<file path="src/rtl/core/qgi_pkg.sv">
// Package with payload types and constants for the quaternion gyro integrator.
`timescale 1ns / 1ps
`default_nettype none
package qgi_pkg;

    typedef struct packed {
        logic signed [31:0] rate_x;
        logic signed [31:0] rate_y;
        logic signed [31:0] rate_z;
        logic               restart;
    } gyro_in_t;

    typedef struct packed {
        logic signed [31:0] quat_w;
        logic signed [31:0] quat_x;
        logic signed [31:0] quat_y;
        logic signed [31:0] quat_z;
        logic               norm_fault;
    } quat_out_t;

    localparam logic [31:0] HALF_PERIOD_RESET = 32'd2147484;
    localparam logic signed [31:0] QUAT_ONE = 32'sh4000_0000;
    localparam logic signed [63:0] COMP_MAX = 64'sd2147483647;

endpackage
`default_nettype wire

</file>
<file path="src/rtl/core/qgi_mul.sv">
// Radix-2 serial signed multiplier, one multiplier bit per cycle.
`timescale 1ns / 1ps
`default_nettype none
module qgi_mul (
    input  wire logic               clk,
    input  wire logic               rst_n,
    input  wire logic               start,
    input  wire logic signed [45:0] mcand,
    input  wire logic signed [45:0] mplier,
    output logic                    done,
    output logic signed [91:0]      product
);

    logic [5:0]          cnt_reg;
    logic                busy_reg;
    logic signed [91:0]  acc_reg;
    logic signed [91:0]  mc_reg;
    logic [45:0]         mp_reg;

    always_ff @(posedge clk or negedge rst_n)
    begin
        if (!rst_n)
        begin
            busy_reg <= 1'b0;
            cnt_reg  <= '0;
            done     <= 1'b0;
        end
        else
        begin
            done <= 1'b0;
            if (start)
            begin
                busy_reg <= 1'b1;
                cnt_reg  <= '0;
            end
            else if (busy_reg)
            begin
                cnt_reg <= cnt_reg + 6'd1;
                if (cnt_reg == 6'd45)
                begin
                    busy_reg <= 1'b0;
                    done     <= 1'b1;
                end
            end
        end
    end

    always_ff @(posedge clk)
    begin
        if (start)
        begin
            acc_reg <= '0;
            mc_reg  <= 92'(mcand);
            mp_reg  <= mplier;
        end
        else if (busy_reg)
        begin
            if (mp_reg[0])
            begin
                if (cnt_reg == 6'd45)
                    acc_reg <= acc_reg - mc_reg;
                else
                    acc_reg <= acc_reg + mc_reg;
            end
            mc_reg <= mc_reg <<< 1;
            mp_reg <= mp_reg >> 1;
        end
    end

    assign product = acc_reg;

endmodule
`default_nettype wire

</file>
<file path="src/rtl/core/qgi_sqrt.sv">
// Serial integer square root, two radicand bits per cycle.
`timescale 1ns / 1ps
`default_nettype none
module qgi_sqrt (
    input  wire logic        clk,
    input  wire logic        rst_n,
    input  wire logic        start,
    input  wire logic [63:0] radicand,
    output logic             done,
    output logic [31:0]      root
);

    logic [4:0]  cnt_reg;
    logic        busy_reg;
    logic [63:0] rad_reg;
    logic [33:0] rem_reg;
    logic [31:0] root_reg;
    logic [33:0] trial;

    assign trial = {rem_reg[31:0], rad_reg[63:62]} - {root_reg, 2'b01};

    always_ff @(posedge clk or negedge rst_n)
    begin
        if (!rst_n)
        begin
            busy_reg <= 1'b0;
            cnt_reg  <= '0;
            done     <= 1'b0;
        end
        else
        begin
            done <= 1'b0;
            if (start)
            begin
                busy_reg <= 1'b1;
                cnt_reg  <= '0;
            end
            else if (busy_reg)
            begin
                cnt_reg <= cnt_reg + 5'd1;
                if (cnt_reg == 5'd31)
                begin
                    busy_reg <= 1'b0;
                    done     <= 1'b1;
                end
            end
        end
    end

    always_ff @(posedge clk)
    begin
        if (start)
        begin
            rad_reg  <= radicand;
            rem_reg  <= '0;
            root_reg <= '0;
        end
        else if (busy_reg)
        begin
            rad_reg <= rad_reg << 2;
            if (!trial[33])
            begin
                rem_reg  <= trial;
                root_reg <= {root_reg[30:0], 1'b1};
            end
            else
            begin
                rem_reg  <= {rem_reg[31:0], rad_reg[63:62]};
                root_reg <= {root_reg[30:0], 1'b0};
            end
        end
    end

    assign root = root_reg;

endmodule
`default_nettype wire

</file>
<file path="src/rtl/core/qgi_div.sv">
// Serial restoring divider, one quotient bit per cycle.
`timescale 1ns / 1ps
`default_nettype none
module qgi_div (
    input  wire logic        clk,
    input  wire logic        rst_n,
    input  wire logic        start,
    input  wire logic [61:0] dividend,
    input  wire logic [31:0] divisor,
    output logic             done,
    output logic [61:0]      quotient
);

    logic [5:0]  cnt_reg;
    logic        busy_reg;
    logic [61:0] quo_reg;
    logic [32:0] rem_reg;
    logic [31:0] dsr_reg;
    logic [32:0] shifted;
    logic [33:0] diff;

    assign shifted = {rem_reg[31:0], quo_reg[61]};
    assign diff    = {1'b0, shifted} - {2'b00, dsr_reg};

    always_ff @(posedge clk or negedge rst_n)
    begin
        if (!rst_n)
        begin
            busy_reg <= 1'b0;
            cnt_reg  <= '0;
            done     <= 1'b0;
        end
        else
        begin
            done <= 1'b0;
            if (start)
            begin
                busy_reg <= 1'b1;
                cnt_reg  <= '0;
            end
            else if (busy_reg)
            begin
                cnt_reg <= cnt_reg + 6'd1;
                if (cnt_reg == 6'd61)
                begin
                    busy_reg <= 1'b0;
                    done     <= 1'b1;
                end
            end
        end
    end

    always_ff @(posedge clk)
    begin
        if (start)
        begin
            quo_reg <= dividend;
            rem_reg <= '0;
            dsr_reg <= divisor;
        end
        else if (busy_reg)
        begin
            if (!diff[33])
            begin
                rem_reg <= diff[32:0];
                quo_reg <= {quo_reg[60:0], 1'b1};
            end
            else
            begin
                rem_reg <= shifted;
                quo_reg <= {quo_reg[60:0], 1'b0};
            end
        end
    end

    assign quotient = quo_reg;

endmodule
`default_nettype wire

</file>
<file path="src/rtl/core/quaternion_gyro_integrator.sv">
// Top level: sequencer for quaternion integration and renormalization.
// A transaction runs 24 products on a bit-serial multiplier, a square root and four
// divisions before a valid result. A zero norm skips the divisions, and a restart
// transaction skips all arithmetic. The next input is taken only in idle, once the
// result register is free, i.e. the previous result has been taken. Reset loads identity.
`timescale 1ns / 1ps
`default_nettype none
module quaternion_gyro_integrator (
    input  wire logic               clk,
    input  wire logic               rst_n,
    input  wire logic               in_valid,
    output logic                    in_ready,
    input  wire qgi_pkg::gyro_in_t  in_data,
    output logic                    out_valid,
    input  wire logic               out_ready,
    output qgi_pkg::quat_out_t      out_data,
    input  wire logic               cfg_valid,
    output logic                    cfg_ready,
    input  wire logic [31:0]        cfg_data
);

    typedef enum logic [3:0] {
        ST_IDLE, ST_RMUL, ST_RWAIT, ST_PMUL, ST_PWAIT, ST_SQ, ST_SQWAIT,
        ST_ROOT, ST_RTWAIT, ST_DIV, ST_DWAIT, ST_DONE
    } state_t;

    state_t              state_reg;
    logic [31:0]         hp_reg;
    logic signed [31:0]  att_reg [4];
    logic signed [31:0]  g_reg [3];
    logic signed [45:0]  s_reg [4];
    logic signed [31:0]  n_reg [4];
    logic signed [45:0]  part_reg;
    logic [63:0]         sum_reg;
    logic [31:0]         norm_reg;
    logic [3:0]          term_reg;
    logic [1:0]          row_reg;
    logic                half_reg;

    logic                mul_start;
    logic signed [45:0]  mul_a;
    logic signed [45:0]  mul_b;
    logic                mul_done;
    logic signed [91:0]  mul_p;
    logic                sq_start;
    logic                sq_done;
    logic [31:0]         sq_root;
    logic                div_start;
    logic                div_done;
    logic [61:0]         div_q;
    logic [31:0]         mag;

    logic [1:0]          t_row;
    logic [1:0]          t_q;
    logic [1:0]          t_g;
    logic                t_neg;
    logic signed [45:0]  term;
    logic signed [45:0]  incr;
    logic signed [63:0]  nsum;
    logic signed [31:0]  nsat;
    logic [31:0]         qsat;

    // Term k: row, quaternion index, rate index and sign of the product.
    always_comb
    begin
        case (term_reg)
            4'd0:    begin t_row = 2'd0; t_q = 2'd1; t_g = 2'd0; t_neg = 1'b1; end
            4'd1:    begin t_row = 2'd0; t_q = 2'd2; t_g = 2'd1; t_neg = 1'b1; end
            4'd2:    begin t_row = 2'd0; t_q = 2'd3; t_g = 2'd2; t_neg = 1'b1; end
            4'd3:    begin t_row = 2'd1; t_q = 2'd0; t_g = 2'd0; t_neg = 1'b0; end
            4'd4:    begin t_row = 2'd1; t_q = 2'd2; t_g = 2'd2; t_neg = 1'b0; end
            4'd5:    begin t_row = 2'd1; t_q = 2'd3; t_g = 2'd1; t_neg = 1'b1; end
            4'd6:    begin t_row = 2'd2; t_q = 2'd0; t_g = 2'd1; t_neg = 1'b0; end
            4'd7:    begin t_row = 2'd2; t_q = 2'd1; t_g = 2'd2; t_neg = 1'b1; end
            4'd8:    begin t_row = 2'd2; t_q = 2'd3; t_g = 2'd0; t_neg = 1'b0; end
            4'd9:    begin t_row = 2'd3; t_q = 2'd0; t_g = 2'd2; t_neg = 1'b0; end
            4'd10:   begin t_row = 2'd3; t_q = 2'd1; t_g = 2'd1; t_neg = 1'b0; end
            4'd11:   begin t_row = 2'd3; t_q = 2'd2; t_g = 2'd0; t_neg = 1'b1; end
            default: begin t_row = 2'd0; t_q = 2'd0; t_g = 2'd0; t_neg = 1'b0; end
        endcase
    end

    assign term = 46'(mul_p >>> 20);
    assign incr = 46'((mul_p + 92'(part_reg)) >>> 16);
    assign nsum = 64'(att_reg[row_reg]) + 64'(incr);
    always_comb
    begin
        if (nsum > qgi_pkg::COMP_MAX)
            nsat = 32'(qgi_pkg::COMP_MAX);
        else if (nsum < -qgi_pkg::COMP_MAX)
            nsat = 32'(-qgi_pkg::COMP_MAX);
        else
            nsat = 32'(nsum);
    end

    assign mag  = n_reg[row_reg][31] ? 32'(-n_reg[row_reg]) : 32'(n_reg[row_reg]);
    assign qsat = (div_q > 62'd2147483647) ? 32'h7FFF_FFFF : div_q[31:0];

    always_comb
    begin
        mul_start = 1'b0;
        mul_a     = '0;
        mul_b     = '0;
        case (state_reg)
            ST_RMUL:
            begin
                mul_start = 1'b1;
                mul_a     = 46'(att_reg[t_q]);
                mul_b     = 46'(g_reg[t_g]);
            end
            ST_PMUL:
            begin
                mul_start = 1'b1;
                mul_a     = s_reg[row_reg];
                mul_b     = half_reg ? 46'({1'b0, hp_reg[31:16]})
                                     : 46'({1'b0, hp_reg[15:0]});
            end
            ST_SQ:
            begin
                mul_start = 1'b1;
                mul_a     = 46'(n_reg[row_reg]);
                mul_b     = 46'(n_reg[row_reg]);
            end
            default:
            begin
                mul_start = 1'b0;
            end
        endcase
    end

    assign sq_start  = (state_reg == ST_ROOT);
    assign div_start = (state_reg == ST_DIV);
    assign in_ready  = (state_reg == ST_IDLE) && !out_valid;
    assign cfg_ready = 1'b1;

    qgi_mul u_mul (
        .clk(clk), .rst_n(rst_n), .start(mul_start), .mcand(mul_a), .mplier(mul_b),
        .done(mul_done), .product(mul_p)
    );

    qgi_sqrt u_sqrt (
        .clk(clk), .rst_n(rst_n), .start(sq_start), .radicand(sum_reg),
        .done(sq_done), .root(sq_root)
    );

    qgi_div u_div (
        .clk(clk), .rst_n(rst_n), .start(div_start), .dividend({mag, 30'd0}),
        .divisor(norm_reg), .done(div_done), .quotient(div_q)
    );

    always_ff @(posedge clk or negedge rst_n)
    begin
        if (!rst_n)
        begin
            state_reg  <= ST_IDLE;
            hp_reg     <= qgi_pkg::HALF_PERIOD_RESET;
            att_reg[0] <= qgi_pkg::QUAT_ONE;
            att_reg[1] <= '0;
            att_reg[2] <= '0;
            att_reg[3] <= '0;
            out_valid  <= 1'b0;
            term_reg   <= '0;
            row_reg    <= '0;
            half_reg   <= 1'b0;
        end
        else
        begin
            if (cfg_valid && cfg_ready)
                hp_reg <= cfg_data;
            if (out_valid && out_ready)
                out_valid <= 1'b0;
            case (state_reg)
                ST_IDLE:
                begin
                    if (in_valid && in_ready)
                    begin
                        g_reg[0] <= in_data.rate_x;
                        g_reg[1] <= in_data.rate_y;
                        g_reg[2] <= in_data.rate_z;
                        if (in_data.restart)
                        begin
                            att_reg[0] <= qgi_pkg::QUAT_ONE;
                            att_reg[1] <= '0;
                            att_reg[2] <= '0;
                            att_reg[3] <= '0;
                            out_data <= '{qgi_pkg::QUAT_ONE, '0, '0, '0, 1'b0};
                            state_reg <= ST_DONE;
                        end
                        else
                        begin
                            term_reg  <= '0;
                            s_reg[0] <= '0;
                            s_reg[1] <= '0;
                            s_reg[2] <= '0;
                            s_reg[3] <= '0;
                            state_reg <= ST_RMUL;
                        end
                    end
                end
                ST_RMUL:
                begin
                    state_reg <= ST_RWAIT;
                end
                ST_RWAIT:
                begin
                    if (mul_done)
                    begin
                        if (t_neg)
                            s_reg[t_row] <= s_reg[t_row] - term;
                        else
                            s_reg[t_row] <= s_reg[t_row] + term;
                        term_reg <= term_reg + 4'd1;
                        if (term_reg == 4'd11)
                        begin
                            row_reg   <= '0;
                            half_reg  <= 1'b0;
                            state_reg <= ST_PMUL;
                        end
                        else
                            state_reg <= ST_RMUL;
                    end
                end
                ST_PMUL:
                begin
                    state_reg <= ST_PWAIT;
                end
                ST_PWAIT:
                begin
                    if (mul_done)
                    begin
                        if (!half_reg)
                        begin
                            part_reg  <= 46'(mul_p >>> 16);
                            half_reg  <= 1'b1;
                            state_reg <= ST_PMUL;
                        end
                        else
                        begin
                            half_reg <= 1'b0;
                            row_reg  <= row_reg + 2'd1;
                            state_reg <= ST_PMUL;
                            if (row_reg == 2'd3)
                            begin
                                sum_reg   <= '0;
                                state_reg <= ST_SQ;
                            end
                        end
                    end
                end
                ST_SQ:
                begin
                    state_reg <= ST_SQWAIT;
                end
                ST_SQWAIT:
                begin
                    if (mul_done)
                    begin
                        sum_reg <= sum_reg + mul_p[63:0];
                        row_reg <= row_reg + 2'd1;
                        state_reg <= (row_reg == 2'd3) ? ST_ROOT : ST_SQ;
                    end
                end
                ST_ROOT:
                begin
                    state_reg <= ST_RTWAIT;
                end
                ST_RTWAIT:
                begin
                    if (sq_done)
                    begin
                        norm_reg <= sq_root;
                        if (sq_root == '0)
                        begin
                            att_reg[0] <= qgi_pkg::QUAT_ONE;
                            att_reg[1] <= '0;
                            att_reg[2] <= '0;
                            att_reg[3] <= '0;
                            out_data <= '{qgi_pkg::QUAT_ONE, '0, '0, '0, 1'b1};
                            state_reg <= ST_DONE;
                        end
                        else
                            state_reg <= ST_DIV;
                    end
                end
                ST_DIV:
                begin
                    state_reg <= ST_DWAIT;
                end
                ST_DWAIT:
                begin
                    if (div_done)
                    begin
                        att_reg[row_reg] <= n_reg[row_reg][31] ? -$signed(qsat)
                                                               : $signed(qsat);
                        row_reg <= row_reg + 2'd1;
                        state_reg <= ST_DIV;
                        if (row_reg == 2'd3)
                        begin
                            out_data.quat_w <= att_reg[0];
                            state_reg <= ST_DONE;
                        end
                    end
                end
                ST_DONE:
                begin
                    out_data.quat_w     <= att_reg[0];
                    out_data.quat_x     <= att_reg[1];
                    out_data.quat_y     <= att_reg[2];
                    out_data.quat_z     <= att_reg[3];
                    out_data.norm_fault <= (norm_reg == '0);
                    out_valid <= 1'b1;
                    state_reg <= ST_IDLE;
                end
                default:
                begin
                    state_reg <= ST_IDLE;
                end
            endcase
            if ((state_reg == ST_PWAIT) && mul_done && half_reg)
                n_reg[row_reg] <= nsat;
            if ((state_reg == ST_IDLE) && in_valid && in_ready)
                norm_reg <= 32'd1;
        end
    end

`ifndef NO_ASSERTIONS
    a_ready_idle: assert property (@(posedge clk) disable iff (!rst_n)
        in_ready |-> (state_reg == ST_IDLE))
        else $error("input ready outside idle");
    a_out_hold: assert property (@(posedge clk) disable iff (!rst_n)
        (out_valid && !out_ready) |=> out_valid && $stable(out_data))
        else $error("result dropped while stalled");
    a_one_done: assert property (@(posedge clk) disable iff (!rst_n)
        $countones({mul_done, sq_done, div_done}) <= 1)
        else $error("two units finished together");
`endif

endmodule
`default_nettype wire
</file>
<file path="config.mk">
export PLATFORM = sky130hd
export DESIGN_NAME = quaternion_gyro_integrator
export DESIGN_NICKNAME = d
export VERILOG_FILES = /design/src/rtl/core/qgi_pkg.sv /design/src/rtl/core/qgi_mul.sv /design/src/rtl/core/qgi_sqrt.sv /design/src/rtl/core/qgi_div.sv /design/src/rtl/core/quaternion_gyro_integrator.sv
export SDC_FILE = /design/constraint.sdc
export NUM_CORES = 2
export LEC_CHECK = 0
export BUFFER_PORTS_ARGS = -buffer_cell sky130_fd_sc_hd__buf_2
export CAP_MARGIN = 10
export CELL_PAD_IN_SITES_DETAIL_PLACEMENT = 0
export CELL_PAD_IN_SITES_GLOBAL_PLACEMENT = 1
export CORE_ASPECT_RATIO = 0.5
export CORE_MARGIN = 4
export CORE_UTILIZATION = 54
export CTS_BUF_LIST = sky130_fd_sc_hd__clkbuf_16
export DETAILED_ROUTE_END_ITERATION = 16
export PLACE_DENSITY = 0.84
export SLEW_MARGIN = 5
export SYNTH_ARGS = -nofsm -noshare
export SYNTH_HDL_FRONTEND = slang
export SYNTH_SLANG_ARGS = --single-unit
export TNS_END_PERCENT = 1
</file>
<file path="constraint.sdc">
create_clock -name clk -period 14.3 [get_ports clk]
set_input_delay 2.86 -clock clk [delete_from_list [all_inputs] [get_ports clk]]
set_output_delay 2.86 -clock clk [all_outputs]
set_load 0.05 [all_outputs]
</file>
==> impl_metrics.ini <==
[status]
status = complete, no violations

[global_routing]
grt_overflow_total = 0
grt_pass1_wl_um = 366000
track_usage = 0.331
grt_max_degree = 130
first_global_vias = 57300
grt_antenna_before_repair = 18

[worst_setup_path]
cp-startpoint = u_mul.product[9]
rrSetupSlack_ns = 5.68
endpoint_kind = register
path_buf_inv = 0
critPathMostFrequentCell = nand2_1
rr_endpoint = n_reg[3][12]
crit_required_ns = 14.71
crit_cells = 27
worstSetupStartpointType = register
cp-endpoint = n_reg[3][12]
critical-path-top-delay-family = compound AO/OA/AOI/OAI gates
cp_data_arrival_time_ns = 9.03
cp_slowest_stage_delay_ns = 0.80
criticalPathCategory = register to register
slowest_stage = nand2_1
cp_max_fo = 17
worstReg2RegStart = u_mul.product[9]
worstRegToRegCells = 27

[synth]
synth_seq_cells = 1306
synth-simple-area-share = 0.144
synth_compound_area_frac = 0.161
yosys.area.top_type = edfxtp_1
synth_mux_area_frac = 0.0661
syn-num-nets = 7853
yosys.area_share.adder = 0.0617
syn_area_sq_um = 75200
synth_top_family_by_area = compound AO/OA/AOI/OAI gates
yosysUniqueCellTypes = 100
synth_xor_area_frac = 0.0526
postSynthCellCount = 7351
ys_seq_area_frac = 0.483
yosysTopAreaCellShare = 0.367
synth_area_per_cell_sq_um = 10.2
async_flop_share = 0.149
synth_ff_type = edfxtp_1
ys_top_cells_by_area = edfxtp_1 37%, dfrtp_1 6.2%, ha_1 6.0%
ys.warnings.count = 0
synth_edf_count = 919

[drt]
vias = 60600
ant_nets = 0
drt_first_pass_iters = 8
drc = 0
drtIter0Drc = 7569
wl_um = 248000
via_per_inst = 6.43
wl_per_cell_um = 26.3

[timing]
relSlewSlack = 0.0983
period_minus_slack_ns = 8.62
clock_skew_ns = 0.0435
fmax_ghz = 0.116
period_share = 0.603
slew_violations = 0
tightest_slew_ns = 1.35
worst_hold_slack_ns = 0.475
fin_setup_tns_ns = 0
setup_viol = 0
rsz0062_at_grt = no
setup_ws_ns = 5.68
hold_viol_final = 0

[pwr]
p_leak_nw = 33.8
p_seq_frac = 0.305
switching_share = 0.458
pwr-share-clk = 0.174
intPower_mw = 10.4
switchingPower_mw = 8.74
p_per_area_nw_per_um2 = 231
p_comb_frac = 0.521
vdd_drop_max_uv = 200

[cts]
cts_hold_buf = 0
cts.sinks = 1306
post_cts_resized = 0
path_clk_slew_ns = 0.07
cts_buffers = 117
cts_max_level = 3
tritoncts = yes
post_cts_buffers = 0
clkLatencyLatePin_ns = 0.77
clockRootBuffer = clkbuf_16
cts_max_path_buffers = 3

[die]
start_util = 0.546
coreArea_sq_um = 138000
dieArea_sq_um = 146000
dieHeight_um = 272
io-pin-count = 266
rows = 96
die_w_um = 536

[cells_and_area]
design_area_sq_um = 82500
syn_to_final_growth_pct = 9.72
final_cell_mix = 919 x edfxtp_1, 913 x nand2_1, 656 x nor2_1
instances_no_fill = 9416
largest_reg_flops = 184
drive_gt1_frac = 0.114
final_nets = 7947
layout_commonest_cell = edfxtp_1

[place]
placed_cell_area_sq_um = 78500
place.gp.congestion = 0.986
hpwl_um = 182000
pre_cts_ws_ns = 5.60
io_buffers = 264
post-place-cells = 9187

[min_path]
hold_path.startpoint = u_sqrt.rem_reg[30]
hp-class = register to register

[job]
drv_cap = 0
[metal layers]
layer	vias to the layer above	share of wire	global-route usage
met4	8	0.030	0.0930
met2	3191	0.41	0.466
li1	27200	-	-
met5	-	0.00056	0.00461
met1	29700	0.43	0.485
met3	436	0.13	0.111
[worst min path at each step]
stage,to,cells after the start
final,u_sqrt.rem_reg[30],2
after global routing,u_div.dsr_reg[29],0
after CTS,u_sqrt.rem_reg[30],2
after detailed placement,u_sqrt.rem_reg[30],2
after global placement,u_sqrt.rem_reg[30],2
after floorplan,u_sqrt.rem_reg[30],2
[cells by family after synthesis]
logic type / Yosys count
xor+xnor: 451
compound gates: 1909
fa+ha+maj: 368
other cells: 1
simple gates: 2383
buf+inv: 617
flops: 1306
mux: 316
[power by group through the flow]
stage	Clock (mW)	Sequential (mW)	Combinational [mW]
finish	3.32	5.82	9.95
global route	3.51	5.89	10.8
CTS	3.35	5.79	9.73
detailed placement	0	5.86	9.67
global placement	0	5.83	9.53
floorplan	0	5.95	6.66
[metrics by stage]
stage	total power, mW	util
after global routing	20.2	0.599
after detailed placement	15.5	0.570
final	19.1	0.599
after global placement	15.4	0.570
after CTS	18.9	0.599
after floorplan	12.6	-
[final cells by class]
class | count | area [sq um]
Clock inverter | 100 | 902
Inverter | 209 | 785
Clock buffer | 124 | 3100
Timing Repair Buffer | 383 | 2240
Multi-Input combinational cell | 5428 | 36800
Antenna cell | 4 | 10.0
Fill cell | 11400 | 55200
Tap cell | 1862 | 2330
Sequential cell | 1306 | 36300
[synthesized netlist by cell type, types with 67 or more instances]
| cell | n |
|---|---|
| a211oi_1 | 86 |
| nand3_1 | 106 |
| a21o_1 | 243 |
| and2_1 | 67 |
| mux4_2 | 141 |
| and3_1 | 179 |
| a21oi_1 | 596 |
| ha_1 | 363 |
| a31oi_1 | 101 |
| dfxtp_1 | 192 |
| nor3_1 | 96 |
| clkbuf_1 | 340 |
| edfxtp_1 | 919 |
| nor2_1 | 661 |
| mux2i_1 | 138 |
| a22o_1 | 84 |
| inv_1 | 209 |
| dfrtp_1 | 186 |
| nand2_1 | 921 |
| xnor2_1 | 263 |
| xor2_1 | 187 |
| o21ai_0 | 418 |
| nand4_1 | 67 |
[worst min-delay path, delay by kind of cell (launching register included)]
kind,cells,cell delay (ns)
AND/OR/NAND/NOR,1,0.05
flip-flops,1,0.34
AO/OA/AOI/OAI,1,0.06
Note: power is estimated with default switching activity, not from simulation.
